==> config.mk <==
export PLATFORM = sky130hd
export DESIGN_NAME = field_unescape_decoder
export DESIGN_NICKNAME = d
export VERILOG_FILES = /design/src/hw/rtl/fud_pkg.sv /design/src/hw/rtl/fud_decode.sv /design/src/hw/rtl/field_unescape_decoder.sv
export VERILOG_INCLUDE_DIRS = /design/src /design/src/hw/rtl
export SDC_FILE = /design/constraint.sdc
export NUM_CORES = 1
export LEC_CHECK = 0
export BUFFER_PORTS_ARGS = -buffer_cell sky130_fd_sc_hd__buf_2
export CORE_UTILIZATION = 64
export CTS_CLUSTER_DIAMETER = 50
export CTS_CLUSTER_SIZE = 14
export DETAILED_ROUTE_END_ITERATION = 7
export PLACE_DENSITY_LB_ADDON = 0.08
export SLEW_MARGIN = 40
export SYNTH_ARGS = -nofsm -noshare
export SYNTH_HDL_FRONTEND = slang
export SYNTH_SLANG_ARGS = --single-unit
==> constraint.sdc <==
create_clock -name aclk -period 6.6 [get_ports aclk]
set_clock_uncertainty 0.1 [all_clocks]
set_input_delay 0 -clock aclk [delete_from_list [all_inputs] [get_ports aclk]]
set_output_delay 0 -clock aclk [all_outputs]
set_load 0.02 [all_outputs]
==> src/hw/rtl/field_unescape_decoder_macros.svh <==
// Assertion macros for the escape decoder.
// No dependencies; included by the top level only.
`ifndef FIELD_UNESCAPE_DECODER_MACROS_SVH
`define FIELD_UNESCAPE_DECODER_MACROS_SVH

// Same-cycle implication, checked out of reset.
`define FUD_ASSERT_IMP(label, ante, cons, msg) \
    label: assert property (@(posedge aclk) disable iff (!aresetn) (ante) |-> (cons)) \
        else $error(msg);

// Next-cycle implication, checked out of reset.
`define FUD_ASSERT_NXT(label, ante, cons, msg) \
    label: assert property (@(posedge aclk) disable iff (!aresetn) (ante) |=> (cons)) \
        else $error(msg);

`endif

==> src/hw/rtl/fud_pkg.sv <==
// Shared types, character codes and hex digit helper for the escape decoder.
// No dependencies.
package fud_pkg;

    localparam logic [7:0] BS_CHAR = 8'h5C;
    localparam logic [7:0] X_CHAR  = 8'h78;
    localparam int         MAX_OUT = 4;

    typedef enum logic [1:0] {
        PH_IDLE   = 2'd0,
        PH_BS     = 2'd1,
        PH_BS_X   = 2'd2,
        PH_BS_X_D = 2'd3
    } phase_t;

    // One accepted byte's worth of output bytes plus state update.
    typedef struct packed {
        logic [MAX_OUT-1:0][7:0] bytes;
        logic [2:0]              count;
        logic                    last;
        phase_t                  phase_next;
        logic                    hold_load;
    } grp_t;

    // Bit 4 set means not a hex digit.
    function automatic logic [4:0] digit_value(input logic [7:0] ch);
        logic [4:0] v;
        v = 5'h10;
        if (ch >= 8'h30 && ch <= 8'h39) v = {1'b0, 4'(ch - 8'h30)};
        else if (ch >= 8'h61 && ch <= 8'h66) v = {1'b0, 4'(ch - 8'h57)};
        else if (ch >= 8'h41 && ch <= 8'h46) v = {1'b0, 4'(ch - 8'h37)};
        return v;
    endfunction

endpackage

==> src/hw/rtl/fud_decode.sv <==
// Combinational escape decode: phase, held digit and one input byte in,
// a group of up to four output bytes and the next phase out. Uses fud_pkg.
module fud_decode
    import fud_pkg::*;
(
    input  phase_t     phase,
    input  logic [7:0] held_digit,
    input  logic [7:0] in_byte,
    input  logic       in_last,
    output grp_t       grp
);

    logic                    absorb;
    logic                    is_hex;
    logic [4:0]              hi_v;
    logic [4:0]              lo_v;
    logic [1:0]              npre;
    logic                    plain;
    logic [7:0]              pre [3];
    phase_t                  phase_out;
    logic                    hold_out;
    logic [MAX_OUT-1:0][7:0] bytes_out;
    logic [2:0]              count_out;

    assign absorb = (in_byte == BS_CHAR) && !in_last;
    assign lo_v   = digit_value(in_byte);
    assign hi_v   = digit_value(held_digit);
    assign is_hex = !lo_v[4];
    assign pre[0] = BS_CHAR;
    assign pre[1] = X_CHAR;
    assign pre[2] = held_digit;

    assign grp = '{bytes: bytes_out, count: count_out, last: in_last,
                   phase_next: phase_out, hold_load: hold_out};

    // next state
    always_comb begin
        phase_out = absorb ? PH_BS : PH_IDLE;
        hold_out  = 1'b0;
        unique case (phase)
            PH_IDLE: ;
            PH_BS: begin
                if (in_byte == BS_CHAR) phase_out = PH_IDLE;
                else if (in_byte == X_CHAR && !in_last) phase_out = PH_BS_X;
            end
            PH_BS_X: begin
                if (is_hex && !in_last) begin
                    phase_out = PH_BS_X_D;
                    hold_out  = 1'b1;
                end
            end
            PH_BS_X_D: begin
                if (is_hex && !hi_v[4]) phase_out = PH_IDLE;
            end
            default: ;
        endcase
    end

    // output group
    always_comb begin
        bytes_out = '0;
        count_out = 3'd0;
        npre      = 2'd0;
        plain     = 1'b1;
        unique case (phase)
            PH_IDLE: ;
            PH_BS: begin
                if (in_byte == BS_CHAR || (in_byte == X_CHAR && !in_last)) plain = 1'b0;
                else npre = 2'd1;
            end
            PH_BS_X: begin
                if (is_hex && !in_last) plain = 1'b0;
                else npre = 2'd2;
            end
            PH_BS_X_D: begin
                if (is_hex && !hi_v[4]) plain = 1'b0;
                else npre = 2'd3;
            end
            default: ;
        endcase

        if (plain) begin
            for (int i = 0; i < 3; i++) begin
                if (2'(i) < npre) bytes_out[i] = pre[i];
            end
            bytes_out[npre] = in_byte;
            count_out       = {1'b0, npre} + (absorb ? 3'd0 : 3'd1);
        end else if (phase == PH_BS && in_byte == BS_CHAR) begin
            bytes_out[0] = BS_CHAR;
            count_out    = 3'd1;
        end else if (phase == PH_BS_X_D) begin
            bytes_out[0] = {hi_v[3:0], lo_v[3:0]};
            count_out    = 3'd1;
        end
    end

endmodule

==> src/hw/rtl/field_unescape_decoder.sv <==
// Backslash / hex escape decoder, one escaped byte in, zero to four bytes out.
// The first output byte appears on m_tdata in the cycle after its input transfer.
// Throughput: one byte per cycle while each input yields at most one byte and m_tready
// stays high; a failed escape yields up to four bytes, drained from the output buffer
// one per cycle while m_tready is high, and input is held off until the buffer is nearly empty.
// Reset (aresetn low, synchronous): buffer empty, no escape pending.
`include "field_unescape_decoder_macros.svh"

module field_unescape_decoder
    import fud_pkg::*;
(
    input  logic       aclk,
    input  logic       aresetn,
    input  logic       s_tvalid,
    output logic       s_tready,
    input  logic [7:0] s_tdata,   // [7:0] in_byte
    input  logic       s_tlast,
    output logic       m_tvalid,
    input  logic       m_tready,
    output logic [7:0] m_tdata,   // [7:0] out_byte
    output logic       m_tlast
);

    phase_t                  phase_reg, phase_next;
    logic [7:0]              held_reg, held_next;
    logic [MAX_OUT-1:0][7:0] buf_reg, buf_next;
    logic [2:0]              cnt_reg, cnt_next;
    logic                    last_reg, last_next;
    grp_t                    grp;
    logic                    s_xfer;
    logic                    m_xfer;

    fud_decode u_decode (
        .phase      (phase_reg),
        .held_digit (held_reg),
        .in_byte    (s_tdata),
        .in_last    (s_tlast),
        .grp        (grp)
    );

    assign m_tvalid = (cnt_reg != 3'd0);
    assign m_tdata  = buf_reg[0];
    assign m_tlast  = last_reg && (cnt_reg == 3'd1);
    assign m_xfer   = m_tvalid && m_tready;
    // buffer is free once its final byte leaves in this cycle
    assign s_tready = (cnt_reg == 3'd0) || (cnt_reg == 3'd1 && m_tready);
    assign s_xfer   = s_tvalid && s_tready;

    always_comb begin
        phase_next = phase_reg;
        held_next  = held_reg;
        buf_next   = buf_reg;
        cnt_next   = cnt_reg;
        last_next  = last_reg;
        if (s_xfer) begin
            phase_next = grp.phase_next;
            if (grp.hold_load) held_next = s_tdata;
            buf_next  = grp.bytes;
            cnt_next  = grp.count;
            last_next = grp.last;
        end else if (m_xfer) begin
            buf_next = {8'h00, buf_reg[MAX_OUT-1:1]};
            cnt_next = cnt_reg - 3'd1;
        end
    end

    always_ff @(posedge aclk) begin
        if (!aresetn) begin
            phase_reg <= PH_IDLE;
            held_reg  <= 8'h00;
            cnt_reg   <= 3'd0;
            last_reg  <= 1'b0;
        end else begin
            phase_reg <= phase_next;
            held_reg  <= held_next;
            cnt_reg   <= cnt_next;
            last_reg  <= last_next;
        end
    end

    always_ff @(posedge aclk) begin
        buf_reg <= buf_next;
    end

    `FUD_ASSERT_IMP(a_cnt_range, 1'b1, cnt_reg <= 3'd4, "output buffer count out of range")
    `FUD_ASSERT_IMP(a_tlast_single, m_tlast, cnt_reg == 3'd1, "tlast not on final byte")
    `FUD_ASSERT_NXT(a_end_idle, s_xfer && s_tlast, phase_reg == PH_IDLE, "escape pending after end")
    `FUD_ASSERT_NXT(a_hold_quiet, s_xfer && grp.phase_next != PH_IDLE && phase_reg != PH_IDLE && grp.count == 3'd0, cnt_reg == 3'd0, "held byte produced output")

endmodule

After elaboration in Yosys (flattened, before gate mapping)
Cells that the tools add are included.
{ "op_classes": {"n_bitwise": 0, "n_reduce_logical": 25, "n_lt_le_gt_ge": 17, "add_sub_neg": 8, "shift": 0, "mux": 43, "n_eq_ne": 6, "div": 0, "n_mul": 0} }
{ "op_table": {"columns": ["operator", "n"], "rows": [
  ["32-bit two-way mux", 2],
  ["8-bit two-way mux", 8],
  ["32-bit bitwise mux", 1],
  ["8-bit by 7-bit greater-or-equal comparator with 1-bit output, second input constant", 4],
  ["8-bit by 7-bit <= comparator with 1-bit output, second input constant", 4],
  ["5-bit two-way mux", 6],
  ["24-bit two-way mux", 1],
  ["8-bit demux with 2-bit select", 1],
  ["8-bit by 7-bit == test with 1-bit output, second input constant", 2],
  ["8-bit by 6-bit greater-or-equal comparator with 1-bit output, second input constant", 2],
  ["8-bit by 6-bit <= comparator with 1-bit output, second input constant", 2],
  ["1-bit logical AND", 16],
  ["4-bit by 3-bit subtractor with 4-bit output, second input constant", 4],
  ["7-bit two-way mux", 2],
  ["2-bit two-way mux", 6],
  ["3-bit two-way mux", 4],
  ["2-bit one-hot mux with 3 select lines", 2],
  ["1-bit two-way mux", 9],
  ["4-bit by 1-bit subtractor with 4-bit output, second input constant", 2],
  ["2-bit == test, second input constant", 2],
  ["1-bit by 2-bit less-than comparator with 1-bit output, first input constant", 2],
  ["2-bit by 3-bit adder with 3-bit output", 1],
  ["3-bit by 1-bit == test with 1-bit output, second input constant", 1],
  ["1-bit logical NOT", 3],
  ["other kinds (11)", 12]
]} }
{ "word_totals": {"ramBits": 0, "output_inout_bits": 11, "wordCells": 107, "latchBits": 0, "input_bits": 13, "n_memories": 0, "rom_bits": 0, "reg_bits": 46} }

Depth between registers and ports, before layout
{ "depth": {"depth_word": 16, "depth_mapped": 12, "mapped_depth_nobuf": 11} }

By module
Synthesis repeated with hierarchy kept, for this count alone.
{ "hier_totals": {"hier_cells": 301, "hier_area_um2": 3111.7} }
{ "by_module_without_submodules": {"columns": ["module", "instances", "area_each_um2", "cells_per_inst", "seq_area_each_um2"], "rows": [
  ["field_unescape_decoder", 1, 2204.6, 164, 1241.2],
  ["fud_decode", 1, 907.1, 137, 0.0]
]} }

Least setup slack after synthesis
OpenSTA, ideal clock, no wires.
{ "synth_timing": {"kind": "register to register", "from": "reg held_reg[0]", "to": "reg cnt_reg[0]", "setup_slack_ps": 4123, "period_less_slack_ps": 2477, "stages_incl_launch_ff": 10, "arrival_ps": 2254, "required_ps": 6376, "n_path_buf": 0, "setup_time_ps": 124, "cell_sequence": "dfxtp_1 ha_1 o21bai_1 a2111oi_2 a31o_2 a21o_4 nand2_1 ha_1 nor4b_1 nor2_1"} }
{ "synth_between": {"elab_chain_len": 12, "word_cells_on_any_way": 21, "cone_classes": "add/sub: 1; order compare: 6; mux: 9; reduce/logical: 5"} }
{ "synth_rtl": {"columns": ["element", "line_no", "source"], "rows": [
  ["start, declared", "field_unescape_decoder.sv:25", "logic [7:0] held_reg, held_next;"],
  ["start signal, assigned", "field_unescape_decoder.sv:75", "held_reg <= held_next;"],
  ["8-bit by 7-bit greater-or-equal comparator with 1-bit output / 8-bit by 7-bit <= comparator with 1-bit output (equally long branches)", "fud_pkg.sv:31", "else if (ch >= 8'h41 && ch <= 8'h46) v = {1'b0, 4'(ch - 8'h37)};"],
  ["1-bit logical AND", "fud_pkg.sv:31", null],
  ["5-bit two-way mux", "fud_pkg.sv:31", null],
  ["5-bit two-way mux", "fud_pkg.sv:30", "else if (ch >= 8'h61 && ch <= 8'h66) v = {1'b0, 4'(ch - 8'h57)};"],
  ["5-bit two-way mux *", "fud_pkg.sv:29", "if (ch >= 8'h30 && ch <= 8'h39) v = {1'b0, 4'(ch - 8'h30)};"],
  ["1-bit logical NOT *", "fud_decode.sv:76", "if (is_hex && !hi_v[4]) plain = 1'b0;"],
  ["1-bit logical AND *", "fud_decode.sv:76", null],
  ["2-bit two-way mux", "fud_decode.sv:76", null],
  ["2-bit one-hot mux with 3 select lines", "fud_decode.sv:65", "unique case (phase)"],
  ["2-bit by 3-bit adder with 3-bit output", "fud_decode.sv:87", "count_out = {1'b0, npre} + (absorb ? 3'd0 : 3'd1);"],
  ["3-bit two-way mux *", "fud_decode.sv:82", "if (plain) begin"],
  ["3-bit two-way mux *", "field_unescape_decoder.sv:55", "if (s_xfer) begin"],
  ["end signal, assigned", "field_unescape_decoder.sv:76", "cnt_reg <= cnt_next;"],
  ["end, declared", "field_unescape_decoder.sv:27", "logic [2:0] cnt_reg, cnt_next;"]
]} }
Every way passes the cells marked *; elsewhere a longest branch is shown, timed or not.
A chain may end at the register's enable or synchronous reset.

==> impl_metrics.toml <==
[outcome]
status = "complete, no violations"

[detailed_routing]
drt-initial-drc-count = 201
wl_per_cell_um = 19.5
dr.pass1.iters = 5
postRouteAntennaNets = 0
avgViaCountPerCell = 6.61
drc_errors = 0
via_count = 2307
wirelength_mm = 6.81

[timing]
min_period_ns = 3.21
fmax_mhz = 311
period_share_pct = 48.7
rsz0062_at_grt = "no"
drv_slew = 0
worst_pin_slew_ns = 0.824
finalSetupViolCount = 0
layout_setup_ws_ns = 3.39
tns_ns = 0
relSlewSlack_pct = 44.5
hold_violations = 0

[worst_setup_path]
critical_path.slowest_cell = "a21oi_1"
critical_path_required_ns = 6.67
startpoint_type = "input port"
max_stage_delay_ns = 0.65
cp-end-kind = "flip-flop"
critical_path_arrival_ns = 3.28
worstSetupPathType = "in2reg"
critical_path.most_common_cell = "inv_1"
crit_chain = "dlygate4sd3_1 > buf_2 > inv_1 > ha_1 > inv_1 > o311ai_0 > o21bai_2 > a21oi_1 > nor3b_1 > a221o_1"
worstPathMaxFanout = 11

[hold_path]
hold_path_class = "in2reg"

[floorplanning]
dieArea_um2 = 4650
start_util_pct = 68.1
rows = 23
die_x_um = 68.2
die_h_um = 68.2
io_pins = 24
coreArea_um2 = 4120

[grt]
grt_pass1_vias = 2048
grt-ovfl-total = 0
grt_pass1_wl_mm = 10.5
grt_usage_pct = 31.8
grt_max_degree = 39
antenna_found_initial = 0

[run]
maxCapViolations = 0

[yosys]
synth_nets = 306
synth_common_cells = "edfxtp_1, nand2_1, o21ai_0"
synth_seq_cells = 46
synth_area_um2 = 2800
yosys-top-cells-area = "edfxtp_1, dfxtp_1, ha_1"
yosys.area.top_type_share_pct = 34.3
yosys.cell_types.count = 54
synth_edf_count = 32
synth_flop_cell = "edfxtp_1"
synth.avg_cell_area_um2 = 10.0
synth_most_common_cell = "edfxtp_1"
synth_largest_area_cell = "edfxtp_1"
synthArstFlopShare_pct = 0
netlist_instances = 280
ys_warn_count = 0
ys_seq_area_share_pct = 44.3

[clocking]
post-cts-setup-buffers = 0
cts-resized-gates = 0
clkTransAtPathRegs_ns = 0.09
cts_root_buffer = "clkbuf_8"
clock_latency_ns = 0.30
cts_tree = "built"
cts_buffer_depth = 2
htreeDepth = 2
postCtsHoldBufs = 6
numCtsBuffers = 5
cts.sinks = 46

[place]
pre_cts_ws_ns = 3.72
portBuffers = 23
gp_congestion = 0.962
hpwl_mm = 4.83

[power]
p_per_area_nw_per_um2 = 384
p_leak_nw = 1.19
ir_worst_vdd_mv = 0.247

[finish]
largest_reg_flops = 24
area_growth_pct = 7.99
drive_gt1_share_pct = 15.1
nets = 324
n_antenna_cell = 0
fillCellCount = 327
==> layout make-up <==
type | count | area, um2 | area share [%]
clock buffer | 5 | 68.8 | 2.27
clock inverter | 3 | 16.3 | 0.537
inverter | 13 | 48.8 | 1.61
multi-input combinational | 201 | 1400 | 46.2
sequential | 46 | 1240 | 41.0
tap | 50 | 62.6 | 2.07
timing repair buffer | 31 | 190 | 6.28
==> critical path: cells and delay by family <==
family	cells	cell delay (ns)
simple gates	1	0.31
fa+ha+maj	1	0.28
buf+inv	4	0.93
compound gates	4	1.75
==> routing by layer <==
layer | share of wire (%) | track usage (%) | vias to the layer above
met5 | 0 | 0 | -
met4 | 2.3 | 11.7 | 0
met3 | 10 | 7.17 | 17
met2 | 47 | 49.8 | 153
met1 | 41 | 42.6 | 1079
li1 | - | - | 1058
==> report_power, final <==
part,internal (W),total (W),switching [W]
sequential,0.000467,0.000507,0.0000397
combinational,0.000156,0.000489,0.000333
clock,0.0000726,0.000169,0.0000959
total,0.000696,0.00116,0.000468
==> cells in the final DEF, fill, tap and decap left out, types with 5 or more instances in the layout <==
cell type	synthesis	final
nand2_1	31	31
and3_1	7	7
edfxtp_1	32	32
buf_2	0	23
mux2i_1	9	9
inv_1	13	13
nor2_1	17	17
xnor2_1	5	5
ha_1	13	13
nor2b_1	9	9
dfxtp_1	14	14
dlygate4sd3_1	0	6
a21oi_1	13	13
a31oi_1	5	5
nor3_1	7	7
o21ai_0	26	26
nand3_1	5	5
clkbuf_8	0	5
==> worst paths after layout <==
kind	start	depth (start not counted)	to	slack (ns)
max	s_tdata[1]	10	buf_reg[16]	3.39
min	s_tdata[6]	3	held_reg[6]	0.02
max reg2reg	held_reg[0]	10	cnt_reg[1]	3.79
min reg2reg	buf_reg[17]	2	buf_reg[9]	0.43
==> metrics by stage <==
stage | cells | power [W] | instance area, um2 | hold slack (ns) | utilization, %
5_1_grt | 349 | 0.00124 | 3030 | 0.0171 | 73.6
4_1_cts | 349 | 0.00116 | 3020 | 0.00955 | 73.5
3_5_place_dp | 335 | 0.000991 | 2880 | 0.226 | 70.0
2_1_floorplan | 280 | 0.000877 | 2800 | 0.0282 | -
6_report | 349 | 0.00116 | 3030 | 0.0151 | 73.6
3_3_place_gp | 335 | 0.000970 | 2880 | 0.225 | 69.9
==> kinds of logic after synthesis <==
family / share of synthesized area (%)
compound gates: 22.0
xor+xnor: 1.87
fa+ha+maj: 5.80
buf+inv: 6.07
flops: 44.3
mux: 3.61
simple gates: 16.4
Power figures use the tool's default switching activity.
